[src/rtl/core/cil_pkg.sv]
// cil_pkg: shared constants and types for the compacting indexed list
// holds request kind codes, field widths and the default list depth
// no dependencies
package cil_pkg;

  typedef logic [1:0] kind_t;

  localparam kind_t KIND_APPEND = 2'd0;
  localparam kind_t KIND_REMOVE = 2'd1;
  localparam kind_t KIND_READ   = 2'd2;

  localparam int DEFAULT_DEPTH = 64;
  localparam int DIGIT_W       = 4;
  localparam int POS_W         = 6;
  localparam int OUT_W         = 5;
  localparam int COUNT_W       = 7;
  localparam int ENTRY_W       = 2 * DIGIT_W;

  localparam logic signed [OUT_W-1:0] NEG_ONE = -5'sd1;

endpackage

[src/rtl/core/cil_store.sv]
// cil_store: entry memory of the compacting indexed list
// one write port and one registered read port
// depends on cil_pkg for the entry width and the default depth
module cil_store #(
  parameter int DEPTH = cil_pkg::DEFAULT_DEPTH
) (
  input  logic                         clk,
  input  logic                         we,
  input  logic [$clog2(DEPTH)-1:0]     waddr,
  input  logic [cil_pkg::ENTRY_W-1:0]  wdata,
  input  logic [$clog2(DEPTH)-1:0]     raddr,
  output logic [cil_pkg::ENTRY_W-1:0]  rdata
);

  logic [cil_pkg::ENTRY_W-1:0] mem [DEPTH];

  always_ff @(posedge clk) begin
    if (we) begin
      mem[waddr] <= wdata;
    end
    rdata <= mem[raddr];
  end

endmodule

[src/rtl/core/compacting_indexed_list.sv]
// compacting_indexed_list: ordered list with append, indexed read and compacting remove
// top level: request sequencer, entry count and result register
// depends on cil_pkg and cil_store
//
// The block keeps an ordered list of up to DEPTH entries, each a colour digit and a
// value digit, in a single-port-write, single-port-read memory. A request transaction
// appends an entry at the end, reads the entry at an index, or removes the entry at an
// index and moves every later entry down one place. Each request yields exactly one
// result transaction carrying the entry read or removed (zero in both fields for an
// append, -1 in both with error set for an index at or beyond the count or an unused
// kind), an error flag that also marks an append to a full list, and the entry count
// after the operation (low 7 bits). One request is in work at a time and in_stall is
// high until its result has been placed in the output register; a result waiting
// there does not hold back the next request. An append, a bad index or an unused
// kind goes straight to the finish state; a read or remove first passes the fetch
// state, and a remove then shifts each later entry down one place, one entry per
// cycle through the one memory read port and one write port. An entry read that was
// never written cannot happen, so the memory needs no clearing after reset.
module compacting_indexed_list #(
  parameter int DEPTH = cil_pkg::DEFAULT_DEPTH
) (
  input  logic                                clk,
  input  logic                                rst,
  // request channel
  input  logic                                in_valid,
  output logic                                in_stall,
  input  logic [1:0]                          kind,
  input  logic [cil_pkg::DIGIT_W-1:0]         entry_color,
  input  logic [cil_pkg::DIGIT_W-1:0]         entry_value,
  input  logic [cil_pkg::POS_W-1:0]           position,
  // result channel
  output logic                                out_valid,
  input  logic                                out_stall,
  output logic signed [cil_pkg::OUT_W-1:0]    out_color,
  output logic signed [cil_pkg::OUT_W-1:0]    out_value,
  output logic                                error,
  output logic [cil_pkg::COUNT_W-1:0]         count
);

  localparam int IW    = $clog2(DEPTH);          // memory address width
  localparam int CW    = $clog2(DEPTH + 1);      // entry count width, holds DEPTH
  localparam int XW    = CW + 1;                 // headroom for index + 2
  localparam int CMP_W = (XW > cil_pkg::POS_W) ? XW : cil_pkg::POS_W;

  // sequencer states
  localparam logic [1:0] S_IDLE   = 2'd0;
  localparam logic [1:0] S_FETCH  = 2'd1;
  localparam logic [1:0] S_SHIFT  = 2'd2;
  localparam logic [1:0] S_FINISH = 2'd3;

  logic [1:0]  state;
  logic [CW-1:0] entry_count;
  logic [IW-1:0] idx;          // index of the entry in work / slot being filled
  logic          op_remove;

  // staged result, moved into the output register once it is free
  logic signed [cil_pkg::OUT_W-1:0] res_color;
  logic signed [cil_pkg::OUT_W-1:0] res_value;
  logic                             res_err;

  // memory ports
  logic                          mem_we;
  logic [IW-1:0]                 mem_waddr;
  logic [cil_pkg::ENTRY_W-1:0]   mem_wdata;
  logic [IW-1:0]                 mem_raddr;
  logic [cil_pkg::ENTRY_W-1:0]   mem_rdata;

  // shared index unit: index step and compare against the count
  logic [XW-1:0] idx_plus1;
  logic [XW-1:0] idx_plus2;
  logic [XW-1:0] count_x;
  logic          more_after1;   // an entry exists after idx
  logic          more_after2;   // an entry exists two places after idx

  logic          accept;
  logic          list_full;
  logic          bad_index;
  logic          out_free;
  logic          load_out;
  cil_pkg::kind_t req_kind;

  assign req_kind    = cil_pkg::kind_t'(kind);
  assign accept      = in_valid && !in_stall;
  assign in_stall    = (state != S_IDLE);
  assign out_free    = !out_valid || !out_stall;
  assign load_out    = (state == S_FINISH) && out_free;

  assign count_x     = XW'(entry_count);
  assign idx_plus1   = XW'(idx) + XW'(1);
  assign idx_plus2   = XW'(idx) + XW'(2);
  assign more_after1 = idx_plus1 < count_x;
  assign more_after2 = idx_plus2 < count_x;

  assign list_full   = (entry_count == CW'(DEPTH));
  assign bad_index   = CMP_W'(position) >= CMP_W'(entry_count);

  // write port: append at the end, or shift an entry down during a remove
  always_comb begin
    mem_we    = 1'b0;
    mem_waddr = idx;
    mem_wdata = mem_rdata;
    if (state == S_IDLE) begin
      mem_we    = accept && (req_kind == cil_pkg::KIND_APPEND) && !list_full;
      mem_waddr = IW'(entry_count);
      mem_wdata = {entry_color, entry_value};
    end else if (state == S_SHIFT) begin
      mem_we    = 1'b1;
    end
  end

  // read port: the addressed entry first, then the one behind each slot being filled
  always_comb begin
    case (state)
      S_IDLE:  mem_raddr = IW'(position);
      S_FETCH: mem_raddr = IW'(idx_plus1);
      S_SHIFT: mem_raddr = IW'(idx_plus2);
      default: mem_raddr = idx;
    endcase
  end

  cil_store #(
    .DEPTH (DEPTH)
  ) u_store (
    .clk   (clk),
    .we    (mem_we),
    .waddr (mem_waddr),
    .wdata (mem_wdata),
    .raddr (mem_raddr),
    .rdata (mem_rdata)
  );

  // request sequencer
  always_ff @(posedge clk) begin
    if (rst) begin
      state       <= S_IDLE;
      entry_count <= '0;
    end else begin
      case (state)
        S_IDLE: begin
          if (accept) begin
            case (req_kind)
              cil_pkg::KIND_APPEND: begin
                if (!list_full) begin
                  entry_count <= entry_count + CW'(1);
                end
                state <= S_FINISH;
              end
              cil_pkg::KIND_REMOVE, cil_pkg::KIND_READ: begin
                if (bad_index) begin
                  state <= S_FINISH;
                end else begin
                  state <= S_FETCH;
                end
              end
              default: begin
                state <= S_FINISH;
              end
            endcase
          end
        end
        S_FETCH: begin
          if (op_remove && more_after1) begin
            state <= S_SHIFT;
          end else begin
            if (op_remove) begin
              entry_count <= entry_count - CW'(1);
            end
            state <= S_FINISH;
          end
        end
        S_SHIFT: begin
          // one entry moved down per cycle
          if (!more_after2) begin
            entry_count <= entry_count - CW'(1);
            state       <= S_FINISH;
          end
        end
        S_FINISH: begin
          if (out_free) begin
            state <= S_IDLE;
          end
        end
        default: begin
          state <= S_IDLE;
        end
      endcase
    end
  end

  // request payload and staged result
  always_ff @(posedge clk) begin
    case (state)
      S_IDLE: begin
        if (accept) begin
          idx       <= IW'(position);
          op_remove <= (req_kind == cil_pkg::KIND_REMOVE);
          case (req_kind)
            cil_pkg::KIND_APPEND: begin
              res_color <= '0;
              res_value <= '0;
              res_err   <= list_full;
            end
            cil_pkg::KIND_REMOVE, cil_pkg::KIND_READ: begin
              res_color <= cil_pkg::NEG_ONE;
              res_value <= cil_pkg::NEG_ONE;
              res_err   <= bad_index;
            end
            default: begin
              res_color <= cil_pkg::NEG_ONE;
              res_value <= cil_pkg::NEG_ONE;
              res_err   <= 1'b1;
            end
          endcase
        end
      end
      S_FETCH: begin
        // entry at the requested index is now on the read port
        res_color <= {1'b0, mem_rdata[cil_pkg::ENTRY_W-1:cil_pkg::DIGIT_W]};
        res_value <= {1'b0, mem_rdata[cil_pkg::DIGIT_W-1:0]};
        res_err   <= 1'b0;
      end
      S_SHIFT: begin
        idx <= IW'(idx_plus1);
      end
      default: begin
      end
    endcase
  end

  // output register, parts the sequencer from the result consumer
  always_ff @(posedge clk) begin
    if (rst) begin
      out_valid <= 1'b0;
    end else if (load_out) begin
      out_valid <= 1'b1;
    end else if (!out_stall) begin
      out_valid <= 1'b0;
    end
  end

  always_ff @(posedge clk) begin
    if (load_out) begin
      out_color <= res_color;
      out_value <= res_value;
      error     <= res_err;
      count     <= cil_pkg::COUNT_W'(entry_count);
    end
  end

endmodule
[config.mk]
export PLATFORM = sky130hd
export DESIGN_NAME = compacting_indexed_list
export DESIGN_NICKNAME = d
export VERILOG_FILES = /design/src/rtl/core/cil_pkg.sv /design/src/rtl/core/cil_store.sv /design/src/rtl/core/compacting_indexed_list.sv
export SDC_FILE = /design/constraint.sdc
export NUM_CORES = 1
export LEC_CHECK = 0
export BUFFER_PORTS_ARGS = -buffer_cell sky130_fd_sc_hd__buf_2
export CAP_MARGIN = 20
export CORE_ASPECT_RATIO = 0.75
export CORE_UTILIZATION = 60
export CTS_BUF_LIST = sky130_fd_sc_hd__clkbuf_2 sky130_fd_sc_hd__clkbuf_4 sky130_fd_sc_hd__clkbuf_8
export DETAILED_ROUTE_END_ITERATION = 6
export GPL_ROUTABILITY_DRIVEN = 0
export GPL_TIMING_DRIVEN = 0
export PLACE_DENSITY = 0.81
export SYNTH_ARGS = -nofsm -noshare
export SYNTH_HDL_FRONTEND = slang
export SYNTH_SLANG_ARGS = --single-unit
[constraint.sdc]
create_clock -name clk -period 5.55 [get_ports clk]
set_clock_uncertainty 0.05 [all_clocks]
set_input_delay 1.665 -clock clk [delete_from_list [all_inputs] [get_ports clk]]
set_output_delay 1.665 -clock clk [all_outputs]
set_load 0.01 [all_outputs]
==> results of run 1 <==
worst max-delay path by stage:
stage | startpoint | endpoint | cells past startpoint
final | state[0] | u_store.mem[51][0] | 11
after global routing | state[0] | u_store.mem[51][6] | 11
after floorplan | state[0] | u_store.mem[0][0] | 6
after global placement | state[0] | u_store.mem[17][3] | 6
after detailed placement | position[1] | u_store.rdata[0] | 10
after CTS | state[0] | u_store.mem[51][6] | 9
cell usage after synthesis (2+ instances only):
cell type / count / share of area (%)
buf_2: 29 / 0.61
edfxtp_1: 546 / 69
o21ai_0: 17 / 0.36
a22oi_1: 2 / 0.063
o31ai_1: 6 / 0.19
o22ai_1: 10 / 0.26
nor3_1: 2 / 0.042
a21boi_0: 2 / 0.063
a31o_2: 2 / 0.074
inv_1: 28 / 0.44
nor4_1: 2 / 0.053
dfxtp_1: 18 / 1.5
o21bai_1: 9 / 0.29
a211oi_1: 28 / 0.89
buf_6: 4 / 0.19
a31oi_1: 9 / 0.24
buf_1: 6 / 0.095
o21ai_1: 2 / 0.042
nor3b_1: 3 / 0.095
and2_1: 29 / 0.77
a311oi_1: 16 / 0.59
or3_1: 2 / 0.053
nor2b_1: 5 / 0.13
a21o_1: 7 / 0.22
a21oi_1: 31 / 0.66
buf_4: 19 / 0.60
a211o_1: 2 / 0.074
nand4_2: 2 / 0.11
ha_1: 33 / 1.7
nand3_1: 31 / 0.66
nor2_1: 95 / 1.5
mux4_2: 54 / 5.1
xnor2_1: 8 / 0.30
mux2_2: 5 / 0.24
nand2b_1: 6 / 0.16
nand3b_1: 7 / 0.22
xor2_1: 5 / 0.18
clkbuf_1: 15 / 0.24
nand2_1: 104 / 1.6
mux2i_1: 210 / 8.9
o2111ai_1: 8 / 0.30
worst register-to-register path, stage by stage, from the launching register on:
cell and delay, ns:
dfxtp_1 0.34, inv_1 0.15, ha_1 0.16, buf_2 0.22, buf_1 0.46, nand2_1 0.19
o21ai_0 0.17, clkbuf_4 0.27, a21boi_0 0.36, nor2b_1 0.33, nand2_1 0.44, nor2_1 0.87
final cells by class:
| type | count | area, um2 | area share (%) |
|---|---|---|---|
| sequential | 564 | 16760 | 63.55 |
| multi-input combinational | 771 | 6500 | 24.65 |
| clock buffer | 110 | 1345 | 5.102 |
| tap | 512 | 640.6 | 2.430 |
| buffer | 73 | 411.6 | 1.561 |
| timing repair buffer | 48 | 370.4 | 1.405 |
| clock inverter | 31 | 232.7 | 0.8827 |
| inverter | 29 | 108.9 | 0.4129 |
registers in the layout (all words and copies together) (netlist names), 4 cells and up:
| signal | cells |
|---|---|
| u_store.mem | 512 |
| u_store.rdata | 8 |
| count | 7 |
| entry_count | 7 |
| idx | 6 |
| out_color | 5 |
| res_color | 5 |
| out_value | 4 |
| res_value | 4 |
logic make-up after synthesis:
| group | after synthesis |
|---|---|
| mux | 269 |
| fa+ha+maj | 34 |
| buf+inv | 102 |
| flops | 564 |
| simple gates | 293 |
| compound gates | 161 |
| xor+xnor | 14 |
per-stage QoR:
stage | util, % | hold slack, ns
6_report | 68.38 | 0.3814
5_1_grt | 68.38 | 0.3908
4_1_cts | 68.37 | 0.3802
3_5_place_dp | 64.27 | 0.3617
3_3_place_gp | 63.58 | 0.3562
2_1_floorplan | - | 0.3503
metal layers:
layer / share of wire [%] / track usage, % / vias to the layer above / wire [um]
li1: - / - / 5870 / -
met1: 42 / 41.47 / 6865 / 22740
met2: 44 / 40.04 / 848 / 24100
met3: 12 / 7.136 / 121 / 6276
met4: 2.5 / 8.940 / 0 / 1365
met5: 0 / 0 / - / 0
power groups by stage:
stage	sequential, mW	clock [mW]	combinational, mW
after global routing	5.73	3.45	7.61
after global placement	6.06	0	6.55
after detailed placement	5.80	0	7.01
after floorplan	5.89	0	4.61
after CTS	5.71	3.28	7.05
final	5.71	3.26	7.24
==> results by group, run 1 <==
Status
  – Status: finished, final reports clean

Min path
  – Worst Hold Depth: 0
  – Hold Path Class: reg -> reg
  – Hold Path End: out_color[4]
  – Hold Startpoint: res_color[4]

Layout
  – Fillers: 2,451
  – Antenna Diode Count: 0
  – Commonest non-fill, non-tap cell in the layout: edfxtp_1
  – Area growth, synth to finish: 11.33%
  – Nets: 1,622
  – Most used cells in the layout excluding fill and tap cells: edfxtp_1, mux2i_1, nand2_1
  – Final std cells w/o fill: 2,138
  – Final instance area: 0.02637 mm2
  – Share of cells above drive strength 1: 18.88%

STA
  – Worst slew margin: 28.32%
  – Final Setup Violations: 0
  – Worst-Margin Slew: 1.075 ns
  – Final Hold Vio Count: 0
  – Slew Viols, Final: 0
  – Setup_tns: 0 ns
  – Max Fclk: 0.2282 GHz
  – Final Critical Period: 4.382 ns
  – RSZ-0062 raised after global routing: false
  – Tcrit/Tclk final: 78.96%
  – Worst setup margin: 1.168 ns

Power
  – Combinational share of power: 44.7%
  – Reg power frac: 35.2%
  – Power consumption: 16.21 mW
  – Clock share of power: 20.1%
  – Sw frac: 38.81%
  – P_leak: 9.193 nW
  – Sw Pwr: 6.290 mW
  – PD cells: 614.7 mW/mm2
  – Power Internal: 9.917 mW
  – Worst VDD drop: 0.0003002 V

Route
  – DRC viols: 0
  – Vias per std cell: 6.410
  – WL/cell: 25.48 um
  – Routed via count: 13,700
  – Routed Antenna Nets: 0
  – DR pass1 iterations: 5
  – Final wirelength: 54.48 mm
  – Initial DRC Count: 1,853

Synth
  – Post-synthesis adder-cell area fraction: 1.828%
  – Count of unique library cells instantiated by Yosys: 59
  – Syn avg cell area: 16.48 um2
  – Largest family of logic cells by synthesized area: multiplexers
  – EDFF count, synth: 546
  – Post-Synth Simple-Gate Area: 5.637%
  – Compound-Gate Fraction of Synth Area: 4.787%
  – Post-Synth XOR/XNOR Area: 0.5495%
  – Syn Nets: 1,491
  – Post-synthesis async set-or-reset flop share: 0%
  – #FFs+latches synth: 564
  – Main synth FF type: edfxtp_1
  – Multiplexer share of the synthesized area: 14.25%
  – Cell area after synthesis: 0.02368 mm2
  – Register area share after synthesis: 70.75%
  – Ys Warns: 0
  – Gate Count Post-Synth: 1,437

Clocking
  – Setup Fix Bufs, Post-CTS: 0
  – # hold bufs at CTS: 0
  – Reg clk slew, reported paths: 0.06 ns
  – CTS Root Cell: clkbuf_8
  – Num CTS Buffers: 81
  – Maximum clock path buffer count: 3
  – Resized cells post-CTS: 0
  – Clock sink total: 564
  – H-tree levels: 3
  – Worst-Skew Late Latency: 0.65 ns
  – CTS tree: yes

Flow run
  – Max-cap viol count: 0

Setup path
  – Worst EP arrival: 4.60 ns
  – Worst setup SP type: register
  – RR Startpoint: state[0]
  – CP max stage delay: 0.87 ns
  – Worst setup EP type: register
  – Worst Path Max Fanout: 10
  – Worst path bufs/invs: 4
  – Reg2reg path depth: 11
  – Crit-path cells: inv_1 > ha_1 > buf_2 > buf_1 > nand2_1 > o21ai_0 > clkbuf_4 > a21boi_0 > nor2b_1 > nand2_1 > nor2_1
  – Most used cell along the critical path: nand2_1
  – Delay-heaviest family, CP: simple AND/OR/NAND/NOR gates
  – Slowest-stage cell, CP: nor2_1
  – Setup slack on the worst flop-to-flop path: 1.17 ns
  – R2R Path End: u_store.mem[51][0]
  – Critical path type: reg -> reg
  – Worst path required time: 5.77 ns

Floorplan
  – CORE AREA: 0.03855 mm2
  – Row count: 62
  – Die Y: 174.1 um
  – Die ar.: 0.04028 mm2
  – Chip Width: 231.4 um
  – Initial core utilization: 61.43%
  – Io pins: 40

Placement
  – I/O Buffers: 38
  – Dpl hpwl: 36.83 mm
  – Worst slack at placement: 0.7779 ns
  – Area post-placement: 0.02478 mm2
  – Cells after DPL: 1,996

Global routing
  – Number of global-route vias before repair: 13,470
  – Initial antenna violation count: 1
  – Pin count of the biggest net entering global routing: 49
  – Total congestion overflow: 0
  – First-pass GRT wire length: 81.58 mm
  – GRT Total Usage: 27.72%
(Power assumes the default switching activity.)
==> inputs of run 2 (changes only) <==
CORE_UTILIZATION = 59   (was 60)
PLACE_DENSITY = 0.82   (was 0.81)
clock period = 4 ns   (was 5.55 ns; I/O delays follow)
==> results by group, run 2 (same netlist as run 1, synthesis figures left out) <==
Status
  – Status: finished, final reports clean

Power
  – PD cells: 844.3 mW/mm2
  – Clock share of power: 19.7%
  – Worst VDD drop: 0.0005748 V
  – P_leak: 9.207 nW
  – Sw frac: 39.60%
  – Power consumption: 22.71 mW
  – Combinational share of power: 45.4%
  – Reg power frac: 34.9%
  – Power Internal: 13.72 mW
  – Sw Pwr: 8.994 mW

Global routing
  – Number of global-route vias before repair: 13,570
  – Pin count of the biggest net entering global routing: 39
  – Total congestion overflow: 0
  – First-pass GRT wire length: 81.86 mm
  – GRT Total Usage: 27.43%
  – Initial antenna violation count: 2

Route
  – WL/cell: 25.58 um
  – Vias per std cell: 6.339
  – Routed via count: 13,630
  – Top sig layer: met5
  – Metal1 wirelength: 22.37 mm
  – Initial DRC Count: 1,837
  – Metal2 WL: 24.89 mm
  – Final wirelength: 55.00 mm
  – DR pass1 iterations: 6
  – DRC viols: 0
  – WL met3: 6.256 mm
  – Routed Antenna Nets: 0

Floorplan
  – Row count: 63
  – Chip Width: 233.3 um
  – CORE AREA: 0.03957 mm2
  – Initial core utilization: 59.85%
  – Die Y: 175.5 um
  – Io pins: 40
  – Die ar.: 0.04095 mm2

Setup path
  – Critical path type: reg -> reg
  – Worst EP arrival: 4.41 ns
  – Worst setup SP type: register
  – Worst setup EP type: register
  – Worst Path Max Fanout: 10
  – Worst path required time: 4.42 ns

Clocking
  – Reg clk slew, reported paths: 0.06 ns
  – CTS Root Cell: clkbuf_8
  – Num CTS Buffers: 83
  – Setup Fix Bufs, Post-CTS: 0
  – Clock sink total: 564
  – CTS tree: yes
  – H-tree levels: 3
  – Worst-Skew Late Latency: 0.67 ns
  – Maximum clock path buffer count: 3

STA
  – Final Hold Vio Count: 0
  – Max Fclk: 0.2507 GHz
  – RSZ-0062 raised after global routing: true
  – Final Critical Period: 3.989 ns
  – Slew Viols, Final: 0
  – Tcrit/Tclk final: 99.72%
  – Final Setup Violations: 0
  – Worst slew margin: 28.15%
  – Hold Worst Slack: 0.3693 ns
  – Worst-Margin Slew: 1.078 ns

Layout
  – Multi-input logic area: 0.007017 mm2
  – Top flop regs: u_store.mem (512), u_store.rdata (8)
  – Area growth, synth to finish: 13.58%
  – Final instance area: 0.02690 mm2
  – Number of flip-flops in the largest register: 512
  – Most used cells in the layout excluding fill and tap cells: edfxtp_1, mux2i_1, nand2_1
  – Nets: 1,623
  – Most flops, register: u_store.mem
  – Share of cells above drive strength 1: 23.57%
  – Reg area: 0.01676 mm2
  – Commonest non-fill, non-tap cell in the layout: edfxtp_1
  – Fillers: 2,532

Placement
  – Area post-placement: 0.02481 mm2
  – I/O Buffers: 38
  – Dpl hpwl: 36.12 mm

Min path
  – Hold Path Class: reg -> reg

Flow run
  – Max-cap viol count: 0
## run 2: worst paths after layout
kind	startpoint	end	slack (ns)	cells after the start
worst max-delay path	idx[1]	u_store.rdata[4]	0.01	10
worst max register to register	idx[1]	u_store.rdata[4]	0.01	10
worst min-delay path	res_value[2]	out_value[2]	0.37	0
worst min register to register	res_value[2]	out_value[2]	0.37	0
## run 2: layout make-up
type	instances	area share (%)
plain buffers	73	1.544
flip-flops and latches	564	62.29
clock buffers	112	5.056
repair buffers	47	1.414
diodes	1	0.009303
clock inverters	33	0.7722
multi-input cells	771	26.09
inverters	29	0.4047
well taps	520	2.419
## run 2: critical path: stages, from the launching register on
cell,delay (ns)
edfxtp_1,0.54
ha_1,0.39
a22oi_1,0.18
a31oi_2,0.43
clkbuf_4,0.38
buf_2,0.34
mux4_2,0.38
mux2i_1,0.23
o22ai_1,0.18
a31oi_1,0.42
o2111ai_1,0.26
## run 2: power groups by stage
stage / clock network [mW] / registers [mW] / logic, mW
floorplan: 0 / 8.18 / 6.39
global placement: 0 / 8.42 / 9.04
detailed placement: 0 / 8.05 / 9.75
CTS: 4.48 / 7.92 / 9.88
global route: 4.74 / 7.95 / 10.8
finish: 4.47 / 7.93 / 10.3
## run 2: timing repair
item                                    4_1_cts  5_1_grt
gates resized for setup                      54       88
hold buffers                                  0        0
endpoints found under the setup margin      513      515
gates cloned                                  0        0
## run 2: metal layers
layer  track usage, %  vias to the layer above
li1                 -                     5886
met1            40.12                     6770
met2            40.11                      841
met3            8.198                      129
met4            8.115                        2
met5                0                        -
## run 2: stage by stage
stage | setup WS (ns) | utilization, % | std cells | TNS, ns
6_report | 0.01132 | 67.98 | 2150 | 0
5_1_grt | -0.05226 | 67.97 | 2149 | -1.811
4_1_cts | -0.1871 | 67.00 | 2149 | -12.20
3_5_place_dp | -0.5109 | 62.69 | 2004 | -160.90
3_3_place_gp | -4.227 | 61.97 | 1995 | -2013.55
2_1_floorplan | -0.4731 | - | 1437 | -242.25
==> inputs of run 3 (changes only) <==
ABC_AREA = 1   (was unset)
==> results by group, run 3 <==
Layout
  – Antenna Diode Count: 0
  – Area growth, synth to finish: 11.54%
  – Reg area: 0.01676 mm2
  – Fillers: 3,088
  – Most used cells in the layout excluding fill and tap cells: nand3_1, edfxtp_1, nand2_1
  – Most flops, register: u_store.mem
  – Top flop regs: u_store.mem (512), u_store.rdata (8)
  – Share of cells above drive strength 1: 12.66%
  – Nets: 2,649
  – Multi-input logic area: 0.007128 mm2
  – Commonest non-fill, non-tap cell in the layout: nand3_1
  – Number of flip-flops in the largest register: 512
  – Fin util: 66.67%
  – Final std cells w/o fill: 3,225

Synth
  – Syn Nets: 2,508
  – Most area-hungry cell type in the Yosys netlist: edfxtp_1
  – Post-synthesis async set-or-reset flop share: 0%
  – Cell area after synthesis: 0.02591 mm2
  – #FFs+latches synth: 564
  – Count of unique library cells instantiated by Yosys: 37
  – Syn avg cell area: 10.56 um2
  – Post-synth top area share: 63.27%
  – Top-count cell post-synth: nand3_1
  – Ys Warns: 0
  – Main synth FF type: edfxtp_1
  – Top cells by count, synth: nand3_1, edfxtp_1, nand2_1
  – Most area-consuming cells after synthesis: edfxtp_1, nand3_1, nand2_1
  – EDFF count, synth: 546
  – Gate Count Post-Synth: 2,454
  – Register area share after synthesis: 64.66%

Power
  – Worst VDD drop: 0.0004971 V
  – Sw Pwr: 11.77 mW
  – P_leak: 11.71 nW
  – PD cells: 875.2 mW/mm2
  – Clock share of power: 18.0%
  – Reg power frac: 31.6%
  – Power Internal: 13.53 mW
  – Sw frac: 46.52%
  – Combinational share of power: 50.4%

STA
  – Worst setup margin: -0.1751 ns
  – Slew Viols, Final: 0
  – Final Hold Vio Count: 0
  – Tcrit/Tclk final: 104.4%
  – Hold Worst Slack: 0.3696 ns
  – Final Setup Violations: 184
  – Final Critical Period: 4.175 ns
  – RSZ-0062 raised after global routing: true
  – Worst slew margin: 26.69%
  – Max Fclk: 0.2395 GHz
  – Worst-Margin Slew: 1.088 ns

Clocking
  – Maximum clock path buffer count: 3
  – Setup Fix Bufs, Post-CTS: 0
  – Reg clk slew, reported paths: 0.07 ns
  – Num CTS Buffers: 83
  – CTS tree: yes
  – Worst-Skew Late Latency: 0.67 ns
  – CTS Root Cell: clkbuf_8
  – Clock sink total: 564
  – H-tree levels: 3

Route
  – WL/cell: 23.46 um
  – Initial DRC Count: 3,801
  – Vias per std cell: 6.193
  – Routed Antenna Nets: 0
  – Routed via count: 19,970
  – DRC viols: 9
  – Final wirelength: 75.67 mm
  – DR pass1 iterations: 7

Placement
  – Worst slack at placement: -0.09054 ns
  – Cells after DPL: 3,088
  – Dpl hpwl: 53.00 mm
  – I/O Buffers: 39

Setup path
  – Worst setup EP type: register
  – Worst Path Max Fanout: 10
  – Critical path type: reg -> reg
  – Worst path required time: 4.22 ns
  – Worst setup SP type: register
  – Worst EP arrival: 4.39 ns

Floorplan
  – Row count: 66
  – Die Y: 183.5 um
  – Io pins: 40
  – CORE AREA: 0.04335 mm2
  – Chip Width: 244 um
  – Die ar.: 0.04477 mm2
  – Initial core utilization: 59.77%

Global routing
  – Pin count of the biggest net entering global routing: 37
  – Initial antenna violation count: 1
  – GRT Total Usage: 33.85%
  – Total congestion overflow: 0
  – Number of global-route vias before repair: 18,750
  – First-pass GRT wire length: 111.7 mm

Status
  – Failing checks: DRC, setup timing
  – Status: complete, but fails checks

Min path
  – Hold Path Class: reg -> reg

Flow run
  – Max-cap viol count: 0
-- run 3: cell count changes in the layout (fill, tap and decap cells not counted), moves of 17 or more --
| cell | previous run | this run |
|---|---|---|
| and2_1 | 29 | 0 |
| mux2i_1 | 210 | 0 |
| mux4_2 | 54 | 0 |
| nand2_1 | 96 | 396 |
| nor2_1 | 31 | 72 |
| a211oi_1 | 28 | 1 |
| nand3b_1 | 7 | 176 |
| nand3_1 | 31 | 559 |
| buf_2 | 66 | 137 |
| nor2_2 | 0 | 26 |
| o21ai_0 | 8 | 25 |
| inv_1 | 28 | 393 |
| nor2_4 | 64 | 0 |
-- run 3: path summary, 6_finish.rpt --
path | start | endpoint | slack (ns) | depth (start not counted)
setup / recovery | state[0] | u_store.mem[21][2] | -0.18 | 6
setup reg to reg | state[0] | u_store.mem[21][2] | -0.18 | 6
hold reg to reg | res_color[2] | out_color[2] | 0.37 | 0
hold / removal | res_color[2] | out_color[2] | 0.37 | 0
-- run 3: stage by stage --
stage | cell area [um2] | power, mW | setup TNS, ns
2_1_floorplan | 25910 | 15.17 | -175.94
3_3_place_gp | 26830 | 19.18 | -2397.96
3_5_place_dp | 27290 | 19.99 | -3.651
4_1_cts | 28840 | 24.47 | 0
5_1_grt | 28910 | 26.03 | -23.30
6_report | 28910 | 25.30 | -13.54
-- run 3: timing repair --
item                                    in CTS  in global routing
gates resized for setup                      0                 26
hold buffers                                 0                  0
endpoints found under the setup margin       0                343
-- run 3: layer usage --
| metal | GRT usage (%) | wire length [um] |
|---|---|---|
| met2 | 49.20 | 31780 |
| met1 | 46.74 | 27370 |
| met5 | 0 | 19 |
| met4 | 14.50 | 3491 |
| met3 | 11.25 | 13010 |
-- run 3: cell type report --
| class | instances | area share (%) |
|---|---|---|
| buffer | 136 | 2.385 |
| clock buffer | 107 | 4.640 |
| clock inverter | 30 | 0.7272 |
| inverter | 398 | 5.168 |
| multi-input combinational | 1356 | 24.66 |
| sequential | 564 | 57.97 |
| tap | 578 | 2.502 |
| timing repair buffer | 56 | 1.948 |
-- run 3: power groups by stage --
stage,clock network [mW],registers (mW),logic (mW)
after global routing,4.75,8.00,13.3
after global placement,0,8.44,10.7
after CTS,4.53,7.98,12.0
final,4.56,7.98,12.8
after detailed placement,0,8.10,11.9
after floorplan,0,8.23,6.95
-- run 3: critical path, stage by stage, from the launching register on --
cell and delay, ns:
dfxtp_1 0.40, inv_1 0.10, ha_1 0.22, buf_2 0.19, o21ai_0 0.72, nand4_1 1.02
nor2_1 1.06
-- run 3: kinds of logic after synthesis --
logic type / Yosys count / share of synthesized area [%]
xor gates and xnor gates: 8 / 0.2704
and+or+nand+nor: 1246 / 23.48
AOI/OAI and AO/OA: 68 / 1.492
adders and majority gates: 34 / 1.671
buffers and inverters: 534 / 8.425
DFF: 564 / 64.66
